--- src/rtl/mcpe_pkg.sv ---
package mcpe_pkg;

  localparam int W = 32;

  typedef enum logic [1:0] {
    ST_OK    = 2'd0,
    ST_EMPTY = 2'd1,
    ST_SAT   = 2'd2
  } status_t;

  localparam logic [2:0] REG_ORDER = 3'd0;
  localparam logic [2:0] REG_MODE  = 3'd1;

  localparam logic OP_WRITE = 1'b0;
  localparam logic OP_EVAL  = 1'b1;

  // saturate a 64-bit value to 32 bits, flag overflow
  function automatic logic [32:0] sat64(input logic signed [63:0] v);
    logic [32:0] r;
    if (v > 64'sd2147483647) r = {1'b1, 32'h7fffffff};
    else if (v < -64'sd2147483648) r = {1'b1, 32'h80000000};
    else r = {1'b0, v[31:0]};
    return r;
  endfunction

endpackage

--- src/rtl/mcpe_merge.sv ---
// merge stage: walks multi-indices, multiplies lane basis values and coefficient, accumulates
module mcpe_merge
  import mcpe_pkg::*;
#(
  parameter int MAX_ORDER = 7,
  parameter int MAX_TERMS = 128
) (
  input  logic                           clk,
  input  logic                           rst_n,
  input  logic                           go,
  input  logic [3:0]                     nord,
  output logic [$clog2(MAX_ORDER+1)-1:0] idx0,
  output logic [$clog2(MAX_ORDER+1)-1:0] idx1,
  output logic [$clog2(MAX_ORDER+1)-1:0] idx2,
  input  logic signed [31:0]             b0,
  input  logic signed [31:0]             b1,
  input  logic signed [31:0]             b2,
  output logic [$clog2(MAX_TERMS)-1:0]   caddr,
  input  logic signed [31:0]             cdata,
  output logic                           done,
  output logic signed [31:0]             acc,
  output logic                           ovf
);
  localparam int IW = $clog2(MAX_ORDER + 1);
  localparam int TW = $clog2(MAX_TERMS);

  typedef enum logic [2:0] {S_IDLE, S_RD, S_M1, S_M2, S_M3, S_ACC} mstate_t;
  mstate_t st_r;

  logic [3:0] i0_r, i1_r, i2_r;
  logic [TW:0] t_r;
  logic signed [31:0] p_r, acc_r;
  logic ovf_r, done_r, last_r;
  logic signed [63:0] mop;
  logic signed [31:0] ma, mb;
  logic [32:0] ms, as;
  logic [5:0] sum;

  always_comb begin
    ma = p_r;
    mb = b1;
    unique case (st_r)
      S_M1:    begin ma = b0;  mb = b1; end
      S_M2:    begin ma = p_r; mb = b2; end
      S_M3:    begin ma = cdata; mb = p_r; end
      default: begin ma = p_r; mb = b1; end
    endcase
    mop = 64'(ma) * 64'(mb);
    ms  = sat64(mop >>> 16);
    as  = sat64(64'(acc_r) + 64'(p_r));
  end

  assign sum = 6'(i0_r) + 6'(i1_r) + 6'(i2_r);

  always_ff @(posedge clk) begin
    if (!rst_n) begin
      st_r   <= S_IDLE;
      done_r <= 1'b0;
    end else begin
      done_r <= 1'b0;
      unique case (st_r)
        S_IDLE: if (go) begin
          i0_r <= '0; i1_r <= '0; i2_r <= '0;
          t_r <= '0; acc_r <= '0; ovf_r <= 1'b0;
          st_r <= S_RD;
        end
        S_RD: st_r <= S_M1;
        S_M1: begin
          p_r <= ms[31:0]; if (ms[32]) ovf_r <= 1'b1; st_r <= S_M2;
        end
        S_M2: begin
          p_r <= ms[31:0]; if (ms[32]) ovf_r <= 1'b1; st_r <= S_M3;
        end
        S_M3: begin
          p_r <= ms[31:0]; if (ms[32]) ovf_r <= 1'b1; st_r <= S_ACC;
          last_r <= (i0_r >= nord) || (t_r == (TW+1)'(MAX_TERMS - 1));
          // advance multi-index, last dimension fastest
          if (6'(sum) < 6'(nord)) i2_r <= i2_r + 4'd1;
          else if (6'(i0_r) + 6'(i1_r) + 6'd1 <= 6'(nord)) begin
            i2_r <= '0; i1_r <= i1_r + 4'd1;
          end else begin
            i2_r <= '0; i1_r <= '0; i0_r <= i0_r + 4'd1;
          end
          t_r <= t_r + 1'b1;
        end
        S_ACC: begin
          acc_r <= as[31:0]; if (as[32]) ovf_r <= 1'b1;
          if (last_r) begin
            done_r <= 1'b1; st_r <= S_IDLE;
          end else st_r <= S_RD;
        end
        default: st_r <= S_IDLE;
      endcase
    end
  end

  assign idx0  = IW'(i0_r);
  assign idx1  = IW'(i1_r);
  assign idx2  = IW'(i2_r);
  assign caddr = TW'(t_r);
  assign done  = done_r;
  assign acc   = acc_r;
  assign ovf   = ovf_r;
endmodule

--- config.mk ---
export PLATFORM = sky130hd
export DESIGN_NAME = mcpe_merge
export DESIGN_NICKNAME = d
export VERILOG_FILES = /design/src/rtl/mcpe_pkg.sv /design/src/rtl/mcpe_merge.sv
export SDC_FILE = /design/constraint.sdc
export NUM_CORES = 2
export LEC_CHECK = 0
export BUFFER_PORTS_ARGS = -buffer_cell sky130_fd_sc_hd__buf_4
export CAP_MARGIN = 20
export CELL_PAD_IN_SITES_DETAIL_PLACEMENT = 0
export CELL_PAD_IN_SITES_GLOBAL_PLACEMENT = 2
export CORE_MARGIN = 4
export CORE_UTILIZATION = 45
export CTS_CLUSTER_SIZE = 20
export DETAILED_ROUTE_END_ITERATION = 7
export GPL_TIMING_DRIVEN = 0
export MAX_ROUTING_LAYER = met4
export PLACE_DENSITY_LB_ADDON = 0.1
export SYNTH_ARGS = -nofsm -noshare
export SYNTH_HDL_FRONTEND = slang
export SYNTH_SLANG_ARGS = --single-unit
--- constraint.sdc ---
create_clock -name clk -period 28.8 [get_ports clk]
set_clock_uncertainty 0.2 [all_clocks]
set_input_delay 4.32 -clock clk [delete_from_list [all_inputs] [get_ports clk]]
set_output_delay 4.32 -clock clk [all_outputs]
set_load 0.02 [all_outputs]
; ---- Word level (Yosys, flattened, before mapping)
; Cells that the tools add are included.
[classes]
addsub = 8
n_reduce_logical = 14
magnitude_cmp = 7
n_eq_ne = 11
mul = 1
n_mux = 27
[op_table]
columns = cell, n
row1 = case mux 32 bit (2 select lines), 3
row2 = two-way mux 33 bit, 4
row3 = multiplier 32 x 32 -> 64 bit, 1
row4 = greater-than comparator 48 x 32 -> 1 bit (second input constant), 1
row5 = less-than comparator 48 x 32 -> 1 bit (second input constant), 1
row6 = adder 32 x 32 -> 33 bit, 1
row7 = greater-than comparator 33 x 32 -> 1 bit (second input constant), 1
row8 = less-than comparator 33 x 32 -> 1 bit (second input constant), 1
row9 = two-way mux 32 bit, 1
row10 = two-way mux 4 bit, 6
row11 = case mux 4 bit (2 select lines), 3
row12 = case mux 3 bit (6 select lines), 1
row13 = case mux 8 bit (2 select lines), 1
row14 = adder 4 x 1 -> 4 bit (second input constant), 3
row15 = AND reduction 5 bit, 2
row16 = adder 8 x 1 -> 8 bit (second input constant), 1
row17 = equality test 8 x 7 -> 1 bit (second input constant), 1
row18 = two-way mux 8 bit, 1
row19 = != test 2 bit (second input constant), 4
row20 = adder 5 x 1 -> 6 bit (second input constant), 1
row21 = adder 6 x 4 -> 6 bit, 1
row22 = equality test 3 x 2 -> 1 bit (second input constant), 2
row23 = equality test 3 bit (second input constant), 2
row24 = <= comparator 6 x 4 -> 1 bit, 1
row25 = other kinds (16), 24
[word_totals]
ff_bits = 90
output_inout_bits = 50

; ---- Logic depth before layout (Yosys ltp)
[depth]
ltp_word = 8
depth_mapped = 42
depth_no_buf = 35

; ---- Worst setup path before layout
; No wires, ideal clock.
[synth_path]
path_kind = input-to-reg
from = input port b0[31]
to = register p_r[17] (data pin)
setup_ps = 130
path_slack_ps = 15168
required_ps = 28470
arrival_time_ps = 13302
cell_stages = 28
cell_sequence = a221oi_1 clkbuf_1 nor2_1 fa_1 inv_1 fa_1 inv_1 fa_1 fa_1 fa_1 fa_1 inv_1 fa_1 inv_1 fa_1 ha_1 buf_2 nand4_1 or3_1 or4_1 a211o_1 a311o_1 nand3_1 nand4_1 or3_4 o21ai_4 buf_6 o21a_1
[synth_via]
elab_chain_len = 4
elab_cells_between_ends = 5
cone_classes = mul: 1 / order compare: 2 / mux: 2
[synth_lines]
columns = item, line
row1 = from (decl), mcpe_merge.sv:15  ; input logic signed [31:0] b0,
row2 = case mux 32 bit (2 select lines) *, mcpe_merge.sv:42  ; unique case (st_r)
row3 = multiplier 32 x 32 -> 64 bit *, mcpe_merge.sv:48  ; mop = 64'(ma) * 64'(mb);
row4 = less-than comparator 48 x 32 -> 1 bit, mcpe_pkg.sv:21  ; else if (v < -64'sd2147483648) r = {1'b1, 32'h80000000};
row5 = two-way mux 33 bit, mcpe_pkg.sv:21
row6 = to (signal assigned), mcpe_merge.sv:69  ; p_r <= ms[31:0]; if (ms[32]) ovf_r <= 1'b1; st_r <= S_M2;
row7 = to (signal assigned), mcpe_merge.sv:72  ; p_r <= ms[31:0]; if (ms[32]) ovf_r <= 1'b1; st_r <= S_M3;
row8 = to (signal assigned), mcpe_merge.sv:75  ; p_r <= ms[31:0]; if (ms[32]) ovf_r <= 1'b1; st_r <= S_ACC;
row9 = to (decl), mcpe_merge.sv:32  ; logic signed [31:0] p_r, acc_r;
; Mark *: on every way between the ends. The rest lies on a longest branch, timed or not.
; A chain may end at the register's enable or synchronous reset.

; ---- Worst setup path in the final report
[layout_path]
from = input port b1[9]
to = register p_r[0] (data pin)
[layout_via]
elab_chain_len = 4
elab_cells_between_ends = 5
cone_classes = mul: 1 / order compare: 2 / mux: 2
[layout_lines]
columns = item, line
row1 = from (decl), mcpe_merge.sv:16  ; input logic signed [31:0] b1,
row2 = case mux 32 bit (2 select lines) *, mcpe_merge.sv:42
row3 = multiplier 32 x 32 -> 64 bit *, mcpe_merge.sv:48
row4 = less-than comparator 48 x 32 -> 1 bit, mcpe_pkg.sv:21
row5 = two-way mux 33 bit, mcpe_pkg.sv:21
; Marked as above.

==> impl_metrics.env <==
export IMPL_synth_area_um2=43200
export IMPL_fin_crit_ps=16270
export IMPL_grt_use_total_pct=39.45
export IMPL_cp_start_kind="input pin"
export IMPL_crit_start="b1[9]"
export IMPL_drtIter0Drc=3540
export IMPL_cp_endpoint="p_r[0]"
export IMPL_cp_required_ps=28720
export IMPL_ant_nets=0
export IMPL_place_gp_congestion=1.032
export IMPL_slowest_delay_ps=980
export IMPL_die_h_um=317.8
export IMPL_avgViaCountPerCell=5.755
export IMPL_die_w_um=317.8
export IMPL_routed_wirelength_mm=192.7
export IMPL_synthArstFlopShare_pct=0
export IMPL_synthFlopType="edfxtp_1"
export IMPL_rrSetupSlack_ps=13890
export IMPL_drc=0
export IMPL_finalHoldViolations=0
export IMPL_multi_input_area_um2=35980
export IMPL_yosys_top_cells_area="fa_1, inv_1, ha_1"
export IMPL_yosys_area_top_type="fa_1"
export IMPL_r2r_start="st_r[0]"
export IMPL_path_common_cell="fa_1"
export IMPL_core_area_um2=95150
export IMPL_drv_slew=0
export IMPL_fin_nets=6544
export IMPL_cts_resized=0
export IMPL_setup_viol=0
export IMPL_synth_cell_types=84
export IMPL_grt_max_degree=33
export IMPL_grt_pass1_wl_mm=275.2
export IMPL_wire_per_inst_um=30.27
export IMPL_arrival_ps=16190
export IMPL_fmax_mhz=61.47
export IMPL_dpl_hpwl_mm=170.2
export IMPL_netlist_top_cells_count="fa_1, inv_1, nand2_1"
export IMPL_numCtsBuffers=9
export IMPL_synthMostInstantiatedCell="fa_1"
export IMPL_yosys_area_top_type_share_pct=50.24
export IMPL_r2r_end="p_r[0]"
export IMPL_crit_fanout=11
export IMPL_crit_path_end_kind="flip-flop"
export IMPL_pre_cts_ws_ps=12450
export IMPL_antenna_found_initial=8
export IMPL_clkTransAtPathRegs_ps=70
export IMPL_synth_nets=6297
export IMPL_drive_gt1_share_pct=7.028
export IMPL_ys_seq_area_share_pct=6.164
export IMPL_synth_area_per_cell_um2=8.921
export IMPL_synth_seq_cells=90
export IMPL_vias=36640
export IMPL_synthCells=4842
export IMPL_synth_edf_count=86
export IMPL_drt_pass1_iterations=6
export IMPL_totalNegativeSetupSlack_ps=0
export IMPL_clockBufferDepth=2
export IMPL_ctsHtreeMaxLevel=3
export IMPL_max_cap_viol_count=0
export IMPL_first_global_vias=37760
export IMPL_rsz0062_at_grt="false"
export IMPL_hold_path_class="flip-flop to flip-flop"
export IMPL_layout_setup_ws_ps=12530
export IMPL_status="complete, no violations"
export IMPL_clock_sinks=90
export IMPL_postCtsSetupBuffers=0
export IMPL_start_util_pct=45.40
export IMPL_cts_hold_buf=0
export IMPL_cts_root_buf="clkbuf_16"
export IMPL_ys_warn_count=0
export IMPL_whs_path_depth=1
export IMPL_post_route_period_util_pct=56.48
export IMPL_crit_path_top_delay_cell="fa_1"
export IMPL_critical_path_class="input pin to flip-flop"
export IMPL_relSlewSlack_pct=1.160
export IMPL_area_growth_synth_to_final_pct=9.445
export IMPL_cts_tree="built"
export IMPL_rr_worst_depth=37
export IMPL_nFillCells=9478
export IMPL_io_buffers=184
export IMPL_io_pins=185
export IMPL_grt_overflow=0
export IMPL_worstMarginPinSlew_ps=1483
export IMPL_seq_area_um2=2663
export IMPL_rows=113
export IMPL_worstSkewPairLatency_ps=370
export IMPL_die_area_um2=101000
[through the flow]
stage	area [um2]	hold WS [ps]	utilization [%]	instances
floorplan	43200	235.9	-	4842
global placement	46160	347.3	48.51	6291
detailed placement	46950	324.2	49.34	6339
CTS	47220	352.1	49.62	6355
global route	47280	365.4	49.69	6366
finish	47280	362.3	49.69	6366
[per-layer routing]
metal / track usage (%) / wire length (um) / vias up
met5: - / 0 / -
met4: 17.39 / 11540 / 0
met3: 10.41 / 20740 / 406
met2: 57.08 / 82870 / 1920
met1: 52.45 / 77530 / 19050
li1: - / - / 15270
[how the worst min path moves through the flow]
stage	from	slack [ps]	end
2_1_floorplan	last_r	240	st_r[0]
3_3_place_gp	last_r	350	st_r[0]
3_5_place_dp	last_r	320	st_r[0]
4_1_cts	last_r	350	st_r[0]
5_1_grt	last_r	370	st_r[0]
6_report	last_r	360	st_r[0]
[critical path, delay by kind of cell]
family	cells	cell delay [ps]
adders and majority gates	9	5370
and+or+nand+nor	9	1930
AOI/OAI and AO/OA	7	2040
buffers and inverters	9	2500
[cells by family after synthesis]
| kind of cell | Yosys count | synth area share, % |
|---|---|---|
| AOI/OAI and AO/OA | 588 | 9.095 |
| buffers and inverters | 1242 | 11.09 |
| DFF | 90 | 6.164 |
| adders and majority gates | 1320 | 57.07 |
| and+or+nand+nor | 1500 | 14.50 |
| muxes | 4 | 0.09269 |
| xor gates and xnor gates | 98 | 1.987 |
[flip-flops by register name, indices dropped and copies added (netlist names)]
signal	cells
acc	32
p_r	32
t_r	8
i0_r	4
i1_r	4
i2_r	4
st_r	3
done	1
last_r	1
ovf	1
[cells in the final DEF (no fill, tap or decap), drive strengths merged, types with 103 or more instances in the layout]
cell type  count
a21o         103
a21oi        180
buf          291
clkbuf       210
fa          1084
ha           236
inv          988
nand2        633
nor2         619
o21ai        112
[layout make-up]
cell class / count / share of cell area (%)
multi-input combinational: 3510 / 76.09
inverter: 987 / 7.836
sequential: 90 / 5.632
timing repair buffer: 236 / 4.181
tap: 1265 / 3.348
buffer: 255 / 2.297
clock buffer: 10 / 0.4843
clock inverter: 6 / 0.08998
antenna: 7 / 0.03705
Power is not shown: default switching activity piles up to over one toggle a cycle in this logic, so the estimate is an artifact.
