[config.mk]
export PLATFORM = sky130hd
export DESIGN_NAME = mcpe_lane
export DESIGN_NICKNAME = d
export VERILOG_FILES = /design/src/rtl/mcpe_pkg.sv /design/src/rtl/mcpe_div.sv /design/src/rtl/mcpe_lane.sv
export SDC_FILE = /design/constraint.sdc
export NUM_CORES = 2
export LEC_CHECK = 0
export ABC_CLOCK_PERIOD_IN_PS = 21700
export BUFFER_PORTS_ARGS = -buffer_cell sky130_fd_sc_hd__buf_2
export CAP_MARGIN = 20
export CORE_ASPECT_RATIO = 0.7
export CORE_MARGIN = 3
export CORE_UTILIZATION = 30
export CTS_CLUSTER_DIAMETER = 50
export CTS_CLUSTER_SIZE = 14
export DETAILED_ROUTE_END_ITERATION = 16
export PLACE_DENSITY = 0.42
export SETUP_SLACK_MARGIN = 0.4
export SYNTH_ARGS = -nofsm -noshare
export SYNTH_HDL_FRONTEND = slang
export SYNTH_SLANG_ARGS = --single-unit
[constraint.sdc]
create_clock -name clk -period 21.7 [get_ports clk]
set_clock_uncertainty 0.2 [all_clocks]
set_input_delay 3.255 -clock clk [delete_from_list [all_inputs] [get_ports clk]]
set_output_delay 3.255 -clock clk [all_outputs]
set_load 0.01 [all_outputs]
[src/rtl/mcpe_pkg.sv]
package mcpe_pkg;

  localparam int W = 32;

  typedef enum logic [1:0] {
    ST_OK    = 2'd0,
    ST_EMPTY = 2'd1,
    ST_SAT   = 2'd2
  } status_t;

  localparam logic [2:0] REG_ORDER = 3'd0;
  localparam logic [2:0] REG_MODE  = 3'd1;

  localparam logic OP_WRITE = 1'b0;
  localparam logic OP_EVAL  = 1'b1;

  // saturate a 64-bit value to 32 bits, flag overflow
  function automatic logic [32:0] sat64(input logic signed [63:0] v);
    logic [32:0] r;
    if (v > 64'sd2147483647) r = {1'b1, 32'h7fffffff};
    else if (v < -64'sd2147483648) r = {1'b1, 32'h80000000};
    else r = {1'b0, v[31:0]};
    return r;
  endfunction

endpackage

[src/rtl/mcpe_div.sv]
// restoring divider: 64-bit magnitude / 33-bit magnitude, one quotient bit per cycle
module mcpe_div
  import mcpe_pkg::*;
(
  input  logic               clk,
  input  logic               rst_n,
  input  logic               go,
  input  logic signed [63:0] num,
  input  logic signed [32:0] den,
  output logic               done,
  output logic signed [63:0] quo
);
  logic [63:0] nmag_r, q_r;
  logic [33:0] rem_r;
  logic [32:0] dmag_r;
  logic        neg_r, busy_r, done_r;
  logic [5:0]  cnt_r;
  logic [33:0] trial;
  logic [33:0] shifted;

  assign shifted = {rem_r[32:0], nmag_r[63]};
  assign trial   = shifted - {1'b0, dmag_r};

  always_ff @(posedge clk) begin
    if (!rst_n) begin
      busy_r <= 1'b0;
      done_r <= 1'b0;
    end else begin
      done_r <= 1'b0;
      if (go) begin
        busy_r <= 1'b1;
        cnt_r  <= 6'd63;
        nmag_r <= num[63] ? 64'(-num) : 64'(num);
        dmag_r <= den[32] ? 33'(-den) : 33'(den);
        neg_r  <= num[63] ^ den[32];
        rem_r  <= '0;
        q_r    <= '0;
      end else if (busy_r) begin
        nmag_r <= {nmag_r[62:0], 1'b0};
        if (!trial[33]) begin
          rem_r <= trial;
          q_r   <= {q_r[62:0], 1'b1};
        end else begin
          rem_r <= shifted;
          q_r   <= {q_r[62:0], 1'b0};
        end
        cnt_r <= cnt_r - 6'd1;
        if (cnt_r == 6'd0) begin
          busy_r <= 1'b0;
          done_r <= 1'b1;
        end
      end
    end
  end

  assign done = done_r;
  assign quo  = neg_r ? 64'(-q_r) : 64'(q_r);
endmodule

[src/rtl/mcpe_lane.sv]
// one lane per dimension: rescale then basis build into a local store
module mcpe_lane
  import mcpe_pkg::*;
#(
  parameter int MAX_ORDER = 7
) (
  input  logic                         clk,
  input  logic                         rst_n,
  input  logic                         go,
  input  logic                         cheb,
  input  logic [3:0]                   nord,
  input  logic signed [31:0]           coord,
  input  logic signed [31:0]           lower,
  input  logic signed [31:0]           upper,
  input  logic [$clog2(MAX_ORDER+1)-1:0] rd_idx,
  output logic signed [31:0]           rd_data,
  output logic                         done,
  output logic                         ovf
);
  localparam int NB = MAX_ORDER + 1;
  localparam int IW = $clog2(NB);

  logic signed [31:0] basis_r [NB];
  logic signed [31:0] xr_r;
  logic               ovf_r, run_r, done_r;
  logic [3:0]         n_r;
  logic               dv_done;
  logic signed [63:0] quo;
  logic signed [63:0] num;
  logic signed [32:0] den;
  logic signed [63:0] prod;
  logic signed [63:0] w;
  logic [32:0]        xs, vs;
  logic signed [31:0] prev, prev2;

  assign num = 64'($signed(33'(coord) - 33'(lower))) <<< 17;
  assign den = 33'(upper) - 33'(lower);

  mcpe_div u_div (
    .clk(clk), .rst_n(rst_n), .go(go), .num(num), .den(den),
    .done(dv_done), .quo(quo)
  );

  assign xs    = sat64(quo - 64'sd65536);
  assign prev  = basis_r[IW'(n_r - 4'd1)];
  assign prev2 = basis_r[IW'(n_r - 4'd2)];
  assign prod  = 64'(xr_r) * 64'(prev);

  always_comb begin
    if (cheb && n_r >= 4'd2) w = (prod >>> 15) - 64'(prev2);
    else if (cheb) w = 64'(xr_r);
    else w = prod >>> 16;
    vs = sat64(w);
  end

  always_ff @(posedge clk) begin
    if (!rst_n) begin
      run_r  <= 1'b0;
      done_r <= 1'b0;
      ovf_r  <= 1'b0;
    end else begin
      done_r <= 1'b0;
      if (go) ovf_r <= 1'b0;
      if (dv_done) begin
        xr_r       <= xs[31:0];
        ovf_r      <= xs[32];
        basis_r[0] <= 32'sd65536;
        n_r        <= 4'd1;
        if (nord == 4'd0) done_r <= 1'b1;
        else run_r <= 1'b1;
      end else if (run_r) begin
        basis_r[IW'(n_r)] <= vs[31:0];
        if (vs[32]) ovf_r <= 1'b1;
        n_r <= n_r + 4'd1;
        if (n_r == nord) begin
          run_r  <= 1'b0;
          done_r <= 1'b1;
        end
      end
    end
  end

  assign rd_data = basis_r[rd_idx];
  assign done    = done_r;
  assign ovf     = ovf_r;
endmodule

; Word level (Yosys, flattened, before mapping)
; Memory sizes are Yosys's and may differ from the RTL's.
; Cells that the tools add are included.
[totals]
reg_bits = 242
latchBits = 0
ramBits = 256
mem_bits_ro = 0
inputBits = 107
word_cells = 92
n_memories = 1
[mem_list]
columns = memory, depth, width, read_ports, rd_ports_with_merged_regs, write_ports, line
row1 = basis_r, 8, 32, 3, 0, 1, mcpe_lane.sv:23  ; logic signed [31:0] basis_r [NB];
[op_classes]
add_sub_neg = 12
n_mul = 1
n_div = 0
order_cmp = 5
eq_ne = 2
n_shift = 0
muxes = 43
bitwise = 3
reduce_logical = 11
[ops]
columns = operator, count
row1 = 64-bit 2-to-1 mux, 7
row2 = 33-bit 2-to-1 mux, 6
row3 = 64-bit by 32-bit greater-than comparator with 1-bit output (second input constant), 2
row4 = 64-bit by 32-bit less-than comparator with 1-bit output (second input constant), 2
row5 = 32-bit by 32-bit subtractor with 33-bit output, 2
row6 = 32-bit by 32-bit multiplier with 64-bit output, 1
row7 = 32-bit 2-to-1 mux, 2
row8 = 50-bit negator with 64-bit output, 1
row9 = 64-bit negator, 1
row10 = 64-bit by 18-bit subtractor with 64-bit output (second input constant), 1
row11 = 49-bit by 32-bit subtractor with 50-bit output, 1
row12 = 34-bit by 33-bit subtractor with 34-bit output, 1
row13 = 33-bit negator, 1
row14 = 32-bit OR reduction, 1
row15 = 1-bit 2-to-1 mux, 25
row16 = 2-bit AND reduction, 4
row17 = 6-bit logical NOT, 1
row18 = 6-bit 2-to-1 mux, 1
row19 = 6-bit by 1-bit subtractor with 6-bit output (second input constant), 1
row20 = 4-bit by 1-bit adder with 4-bit output (second input constant), 1
row21 = 4-bit == test, 1
row22 = 4-bit by 2-bit >= comparator with 1-bit output (second input constant), 1
row23 = 4-bit logical NOT, 1
row24 = 4-bit 2-to-1 mux, 1
row25 = other kinds (9), 11

; Longest topological paths before layout
; An unclocked memory read counts as a cell.
[logic_depth]
depth_word = 11
depth_mapped = 56
ltp_nobuf = 47

; By module
; From an unflattened synthesis, not the netlist that was laid out.
[unflattened]
hier_cells = 7209
area_unflattened_um2 = 72557.1
[by_module_without_submodules]
columns = mod, n_inst, cells_per_inst, area_each_um2, seq_area_each_um2
row1 = mcpe_lane, 1, 5907, 59602.2, 8828.5
row2 = mcpe_div, 1, 1302, 12954.9, 6075.8

; Worst setup path before layout
; No wires, ideal clock.
[synth_path]
path_kind = reg2reg
startpoint = register n_r[0]
endpoint = memory basis_r[0][16] (data pin)
setup_time_ns = 0.315
arrival_time_ns = 14.442
required_time_ns = 21.185
path_slack_ns = 6.743
path_stages_with_launch = 53
n_path_buf = 9
path_cell_list = edfxtp_1 > clkbuf_1 > clkbuf_1 > clkbuf_1 > buf_1 > inv_1 > ha_1 > xor2_1 > clkbuf_1 > buf_1 > mux2i_1 > clkbuf_1 > nor2b_1 > fa_1 > fa_1 > fa_1 > inv_1 > fa_1 > (+17 left out) > o21ai_0 > xnor2_1 > ha_1 > and4_1 > and4_1 > and3_1 > a311o_1 > a221oi_1 > a21oi_1 > nor3_1 > a21oi_1 > mux2i_1 > o211a_1 > nor4_1 > nand4_1 > o31ai_1 > clkbuf_1 > o211ai_1
[synth_between]
elab_chain_len = 9
word_cells_on_any_way = 14
classes_between = 3 x add/sub / 1 x mul / 3 x order compare / 5 x mux / 1 x reduce/logical / 1 x memory
[synth_rtl]
columns = item, line
row1 = from (decl), mcpe_lane.sv:26  ; logic [3:0] n_r;
row2 = from (signal assigned), mcpe_lane.sv:74  ; n_r <= n_r + 4'd1;
row3 = 3-bit by 1-bit subtractor with 3-bit output, mcpe_lane.sv:45  ; assign prev = basis_r[IW'(n_r - 4'd1)];
row4 = memory read 8 x 32 bit, --
row5 = 32-bit by 32-bit multiplier with 64-bit output, mcpe_lane.sv:47  ; assign prod = 64'(xr_r) * 64'(prev);
row6 = 49-bit by 32-bit subtractor with 50-bit output / 64-bit 2-to-1 mux (equally long branches), "mcpe_lane.sv:50, mcpe_lane.sv:51"
row7 = 64-bit 2-to-1 mux (*), mcpe_lane.sv:50  ; if (cheb && n_r >= 4'd2) w = (prod >>> 15) - 64'(prev2);
row8 = 64-bit by 32-bit less-than comparator with 1-bit output, mcpe_pkg.sv:21  ; else if (v < -64'sd2147483648) r = {1'b1, 32'h80000000};
row9 = 33-bit 2-to-1 mux, mcpe_pkg.sv:21
row10 = 33-bit 2-to-1 mux (*), mcpe_pkg.sv:20  ; if (v > 64'sd2147483647) r = {1'b1, 32'h7fffffff};
row11 = 32-bit 2-to-1 mux (no line) (*), --
row12 = to (decl), mcpe_lane.sv:23
; Mark *: on every way between the ends. The rest lies on a longest branch, timed or not.

; Worst setup path in the final report
[layout_path]
startpoint = register n_r[0]
endpoint = memory basis_r[2][2] (data pin)
; Same word-level chain as after synthesis.

==> out/metrics.cfg <==
[cells_and_area]
layoutNonFillerInstCount = 10326
fin_nets = 8645
area_growth_pct = 8.607
drive_gt1_frac = 0.1031
postLayoutCellArea_um2 = 78230
post-route-util = 0.3299
fillers = 24456

[sta]
relSlewSlack = 0.2458
timing.final.hold_violations = 0
finalSetupViolations = 0
finalMaxSlewViolations = 0
rsz0062_at_grt = false
finalCritPeriodShare = 0.7572
finalSetupTns_ns = 0
finalCriticalPeriod_ns = 16.43
tightest_slew_ns = 1.123
max_freq_mhz = 60.86

[placement]
hpwlAfterDp_um = 183300
globalplace.congestion = 0.8730
place_inst = 10234
port_buffers = 140
post_dp_cell_area_um2 = 76550

[synth]
netlist_area_um2 = 72030
synth_top_area_share = 0.3016
ys_seq_elements = 481
ys_types = 99
synth_area_leaders = fa_1 (30%), edfxtp_1 (20%), inv_1 (6.3%), mux4_2 (6.0%), ha_1 (5.9%)
synth_top_cell_by_area = fa_1
syn_avg_cell_area_um2 = 10.05
synthArstFlopShare = 0
synth_nets = 8698
yosysWarnings = 0
yosys.area_share.simple = 0.1508
synth_compound_area_frac = 0.08793
synth_edf_count = 476
synth_fa_ha_area_frac = 0.3601
ys.flop_type = edfxtp_1
seq_area_frac_synth = 0.1998
synth_top_family_by_area = adder cells
synth_xor_area_frac = 0.03999
syn-instance-count = 7169
synth_mux_area_frac = 0.07782

[floorplanning]
core-area_um2 = 237100
dieArea_um2 = 246100
initial_core_util = 0.3037
io-pin-count = 141
die_h_um = 416.0
die_w_um = 591.7
num_rows = 149

[drt]
drc_errors = 0
dr.first_iter.drc_count = 3929
wl_per_cell_um = 23.03
ant_nets = 0
viasPerCell = 5.086
num_vias = 52518
routed_wl_um = 237800
dr.pass1.iters = 5

[clocking]
insertion_delay_ns = 0.65
clock-root-buffer = clkbuf_16
cts_resized = 0
clockBufferDepth = 3
cts_tree = yes
clkSlewWorstSetupHoldPaths_ns = 0.07
postCtsSetupBuffers = 0
numClockSinks = 481
cts_buffers = 49
hold_buffers = 0
cts_max_level = 2

[grt]
grt_pass1_wl_um = 360700
grt_max_degree = 98
grt-busiest-layer = met1
grtUsageMet2 = 0.2711
grt_pass1_vias = 53774
grt_use_total = 0.1935
antenna_found_initial = 8
grtUsageMet1 = 0.3177
overflow = 0
met3_usage = 0.02886

[setup_path]
slowest_stage = o31ai_1
cpPeakStageDelay_ns = 0.82
cp_common_cell = fa_1
cp.required_ns = 21.84
crit_fanout = 97
cp.arrival_ns = 16.57
cp-end-kind = register
start_kind = register
timing.critical_path.buf_inv = 9
path_class = reg2reg
critPathTopFamily = adder cells

[power_and_ir_drop]
p_leak_uw = 0.03302
ir_drop_v = 0.00005772
power_density_nw_per_um2 = 33.09

[hold_path]
hold_class = reg2reg

[run]
cap_viol_max_count = 0

[status]
status = finished, final reports clean

## synth_stat cells (9+ instances only)
cell / count
o21ai_2: 29
o211ai_1: 54
and3_1: 35
nor3b_1: 15
a31o_2: 9
nand4_1: 45
o31ai_1: 46
inv_1: 1212
nand2_1: 601
a21o_1: 82
a21boi_0: 9
o21ai_0: 172
clkbuf_1: 341
fa_1: 1085
xnor2_1: 196
a41oi_1: 9
or2_2: 30
mux4_2: 192
mux2_2: 64
buf_1: 23
edfxtp_1: 476
nand3b_1: 11
o21ai_1: 9
o21a_1: 48
o31a_1: 12
and4_1: 20
nor4_1: 29
xor2_1: 131
o41ai_1: 18
nand3_1: 88
or4_1: 24
nor2b_1: 389
o21bai_1: 23
o22ai_1: 15
or3_1: 48
mux2i_1: 56
a211oi_1: 43
nand2b_1: 88
ha_1: 337
nor2_1: 283
a31oi_1: 35
a21oi_1: 257
nor3_1: 79
and2_1: 259
## per-stage QoR
step           power, µW  hold slack, ns  worst slack, ns
5_1_grt             2730          0.3009            4.370
6_report            2589          0.2545            5.268
4_1_cts             2615          0.2576            5.239
3_3_place_gp        1699          0.2467            5.582
3_5_place_dp        1703          0.2476            5.293
2_1_floorplan       1541          0.2240            6.743
## registers in the layout, indices dropped and copies added (netlist names), 4 cells and up
name,cells
basis_r,256
n_r,4
u_div.cnt_r,6
u_div.dmag_r,33
u_div.nmag_r,47
u_div.q_r,64
u_div.rem_r,33
xr_r,32
## final cells by class
cell class | instances | area, µm² | area share
sequential | 481 | 14390 | 0.1840
clock inverter | 24 | 366.6 | 0.004686
clock buffer | 58 | 1260 | 0.01611
inverter | 1214 | 4557 | 0.05825
antenna | 8 | 20.02 | 0.0002559
multi-input combinational | 5098 | 51920 | 0.6637
timing repair buffer | 272 | 1745 | 0.02231
tap | 3171 | 3968 | 0.05072
## metal layers
metal	part of all wire	vias up	wire, µm
li1	-	23471	-
met1	0.52	27460	124500
met2	0.40	1448	96030
met3	0.063	139	15050
met4	0.0097	0	2303
met5	0	-	0
## tightest hold or removal path: stages, from the launching register on
cell and delay, ns:
dfxtp_1 0.32, nand2_1 0.06, nor3_1 0.04
## layout by cell type, fill, tap and decap left out, types with 43 or more instances in the layout
master,synthesis,layout
inv_1,1212,1212
fa_1,1085,1085
nand2_1,601,601
edfxtp_1,476,476
nor2b_1,389,389
ha_1,337,335
nor2_1,283,277
and2_1,259,258
a21oi_1,257,257
xnor2_1,196,196
mux4_2,192,192
o21ai_0,172,172
buf_2,6,138
xor2_1,131,130
buf_4,1,128
nand3_1,88,88
nand2b_1,88,88
a21o_1,82,82
nor3_1,79,79
mux2_2,64,64
o211ai_1,54,54
clkbuf_16,0,49
or3_1,48,48
o21a_1,48,47
o31ai_1,46,45
nand4_1,45,45
mux2i_1,56,43
## worst paths after layout
check        slack [ns]  cells after the start            end         start
max                5.27                     42  basis_r[2][2]        n_r[0]
min                0.25                      2     u_div.done  u_div.busy_r
max reg2reg        5.27                     42  basis_r[2][2]        n_r[0]
min reg2reg        0.25                      2     u_div.done  u_div.busy_r
## power by group
part,switching (µW),internal (µW)
combinational,369,230
sequential,23.6,1070
clock,414,485
## cells by family after synthesis
kind of cell | after synthesis
DFF | 481
muxes | 312
xor gates and xnor gates | 328
and+or+nand+nor | 2079
buffers and inverters | 1590
AOI/OAI and AO/OA | 957
adders and majority gates | 1422
No activity file was read; power rests on OpenSTA's default activity.
